**src/fdnpr_pkg.sv**
```systemverilog
// ----------------------------------------------------------------------------
// fdnpr_pkg
// Shared types and constants of the feedback delay network plate reverb.
// ----------------------------------------------------------------------------
package fdnpr_pkg;

  localparam int unsigned NUM_LINES = 8;
  localparam int unsigned SAMPLE_W  = 24;
  // Shared multiplier: operands wide enough for a Householder mix term.
  localparam int unsigned MUL_W     = 27;
  localparam int unsigned PROD_W    = 2 * MUL_W;

  // Base delay lengths in milliseconds.
  localparam int unsigned LINE_MS [NUM_LINES] = '{37, 87, 181, 271, 359, 449, 563, 641};

  typedef logic signed [MUL_W-1:0]  mul_op_t;
  typedef logic signed [PROD_W-1:0] mul_prod_t;

endpackage

```
**src/fdnpr_mul.sv**
```systemverilog
// ----------------------------------------------------------------------------
// fdnpr_mul
// Shared signed multiplier with a registered product.
// ----------------------------------------------------------------------------
module fdnpr_mul (
  input  logic                clk,
  input  fdnpr_pkg::mul_op_t  a,
  input  fdnpr_pkg::mul_op_t  b,
  output fdnpr_pkg::mul_prod_t p
);

  fdnpr_pkg::mul_prod_t p_r;

  always_ff @(posedge clk) begin
    p_r <= a * b;
  end

  assign p = p_r;

endmodule

```
**config.mk**
```make
export PLATFORM = sky130hd
export DESIGN_NAME = fdnpr_mul
export DESIGN_NICKNAME = d
export VERILOG_FILES = /design/src/fdnpr_pkg.sv /design/src/fdnpr_mul.sv
export SDC_FILE = /design/constraint.sdc
export NUM_CORES = 2
export LEC_CHECK = 0
export ABC_AREA = 1
export BUFFER_PORTS_ARGS = -buffer_cell sky130_fd_sc_hd__buf_2
export CAP_MARGIN = 20
export CORE_MARGIN = 5
export CORE_UTILIZATION = 55
export DETAILED_ROUTE_END_ITERATION = 10
export PLACE_DENSITY = 0.72
export SYNTH_ARGS = -nofsm -noshare
export SYNTH_HDL_FRONTEND = slang
export SYNTH_SLANG_ARGS = --single-unit
```
**constraint.sdc**
```tcl
create_clock -name clk -period 9.98 [get_ports clk]
set_input_delay 2.994 -clock clk [delete_from_list [all_inputs] [get_ports clk]]
set_output_delay 2.994 -clock clk [all_outputs]
set_load 0.01 [all_outputs]
```
==> metrics <==
run status=finished, final reports clean; actual slew at the worst max-slew pin=roughly 800 ps; CTS buffer count=5; CTS H-tree depth=2; register area share after synthesis=roughly 3.6%; relative slew slack=45.1%; crit end category=flop; kind of cell adding the most delay to the critical path=adder cells; largest net degree at the start of global routing=28; Hold Violations, Final=0; Fmax achieved=between 0.1 and 0.15 GHz; Tot GR Track Use=about 28%; via density per instance=roughly 5.0; required time worst endpoint=slightly above 10,000 ps; final setup fails=0; area grow syn2layout=4.57%; DRT iter0 DRCs=roughly 1,400; chip width=243 um; drt wl/cell=~17 um; DP Wirelength=68,000 um; CTS root buffer=clkbuf_16; number of diodes=0; Worst-path clk slew=about 80 ps; RePlAce Congestion=about 0.95; Worst setup SP type=primary input; CP most frequent cell=fa_1; Post-CTS Setup Bufs=0; crit path max-delay cell type=fa_1; crit-path max FO=16; CP Data Arrival Time=approximately 9300 ps; critical setup path kind=primary input to flop; CP Cell Sequence=buf_2, nand2_1, inv_1, fa_1, fa_1, fa_1, ha_1, inv_1, fa_1, inv_1, fa_1, inv_1, fa_1, inv_1, ha_1, nand2_1, nor2_1, nand2_1, nor3_1, nand4_1, nand4_1, nand2_1; #FFs+latches synth=54; post-cts resize count=0; Post-Syn Nets=4,832; # IOs=109; first-pass GRT wire length=between 100,000 and 150,000 um; drt first pass iters=5; layout cell share with drive strength beyond 1=under 10%; effective utilization at floorplan=roughly 55%; CTS tree=yes; WP buf/inv=6; Yosys cell types=29; Yosys warning count=0; Hold-fix buffers, CTS=0; via count=22,914; Detailed Route WL=79,300 um; Largest register FFs=54; Cells after Synth=3,858; most frequent cells in the layout=inv_1, nand2_1, fa_1, ha_1, buf_2; setup TNS=0 ps; antenna violations before repair=4; most common cell after layout, fill and taps aside=inv_1; fin. max-slew vios=0; hold crit path type=primary input to flop; row count=85; GRT Residual Overflow=0; CTS max path bufs=2; Detail Route Antenna Nets=0; clock period minus worst slack=9110 ps; Die H=~240 um; Max Cap Viol=0; Mapped Area=~30,000 um^2; Die Area=58,800 um^2; fin crit share=91.3%; slowest stage delay, CP=approximately 730 ps; PortBufs=~110; core area=about 54,000 um^2; Final nets=slightly below 5,000; RSZ-0062 raised after global routing=no; syn_area_per_cell=around 7.7 um^2; vias in the first global route=around 25,000; clock sinks=between 50 and 60; DRC=0
metal layers:
layer / share of wire [%] / up-vias / routed length (um) / GRT usage, %
met1: 39 / 11397 / 30600 / 34.8
met2: 50 / 829 / 39500 / 49.6
met5: 0.078 / - / 62 / 0
li1: - / 10466 / - / -
met4: 4.3 / 10 / 3400 / 10.4
met3: 7.3 / 212 / 5790 / 4.66
metrics by stage:
stage	std cells	hold WS (ps)	util [%]	instance area, um^2	worst slack (ps)
after floorplan	3858	3300	-	29700	784
after global placement	4554	3390	57.6	30900	584
after detailed placement	4554	3390	57.6	30900	520
after CTS	4562	3120	57.9	31100	887
after global routing	4562	3160	57.9	31100	503
final	4562	3140	57.9	31100	867
final timing paths:
check,startpoint,to,slack (ps),cells past startpoint
worst max-delay path,a[26],p[39],870,22
worst min-delay path,a[0],p[0],3140,3
logic make-up after synthesis:
group / count (synthesis) / share of synthesized area [%]
simple gates: 1309 / 17.5
compound gates: 60 / 1.10
fa+ha+maj: 919 / 57.9
flops: 54 / 3.64
xor+xnor: 41 / 1.21
buf+inv: 1475 / 18.6
cell type report:
class	instances	area (um^2)
clock buffers	5	125
repair buffers	161	938
well taps	696	871
clock inverters	3	28.8
flip-flops and latches	54	1080
multi-input cells	2329	23100
inverters	1314	4930
fillers	4967	22600
Yosys cell counts:
library cell	count	area, um^2
nand3b_1	2	15.0
nor3_2	4	40.0
nor2_4	6	67.6
nand3_1	46	230
o211ai_1	1	7.51
nand3_2	4	40.0
o21bai_1	7	52.6
nor2_1	89	334
o21ai_2	1	8.76
a21oi_2	1	8.76
nor2_2	14	87.6
clkinv_1	1	3.75
clkbuf_1	159	597
fa_1	761	15200
xnor2_1	15	131
nor3_1	9	45.0
or2_2	5	31.3
inv_1	1306	4900
dfxtp_1	54	1080
a21oi_1	43	215
nand2_2	15	93.8
nand4_1	17	106
xor2_1	26	228
buf_1	2	7.51
ha_1	158	1980
o21ai_0	7	35.0
nand2_1	1096	4110
and2_1	2	12.5
inv_2	7	26.3
tightest hold or removal path: stages:
cell and delay, ps:
buf_2 250, nand2_1 110, inv_1 40
Power is not shown: default switching activity piles up to over one toggle a cycle in this logic, so the estimate is an artifact.
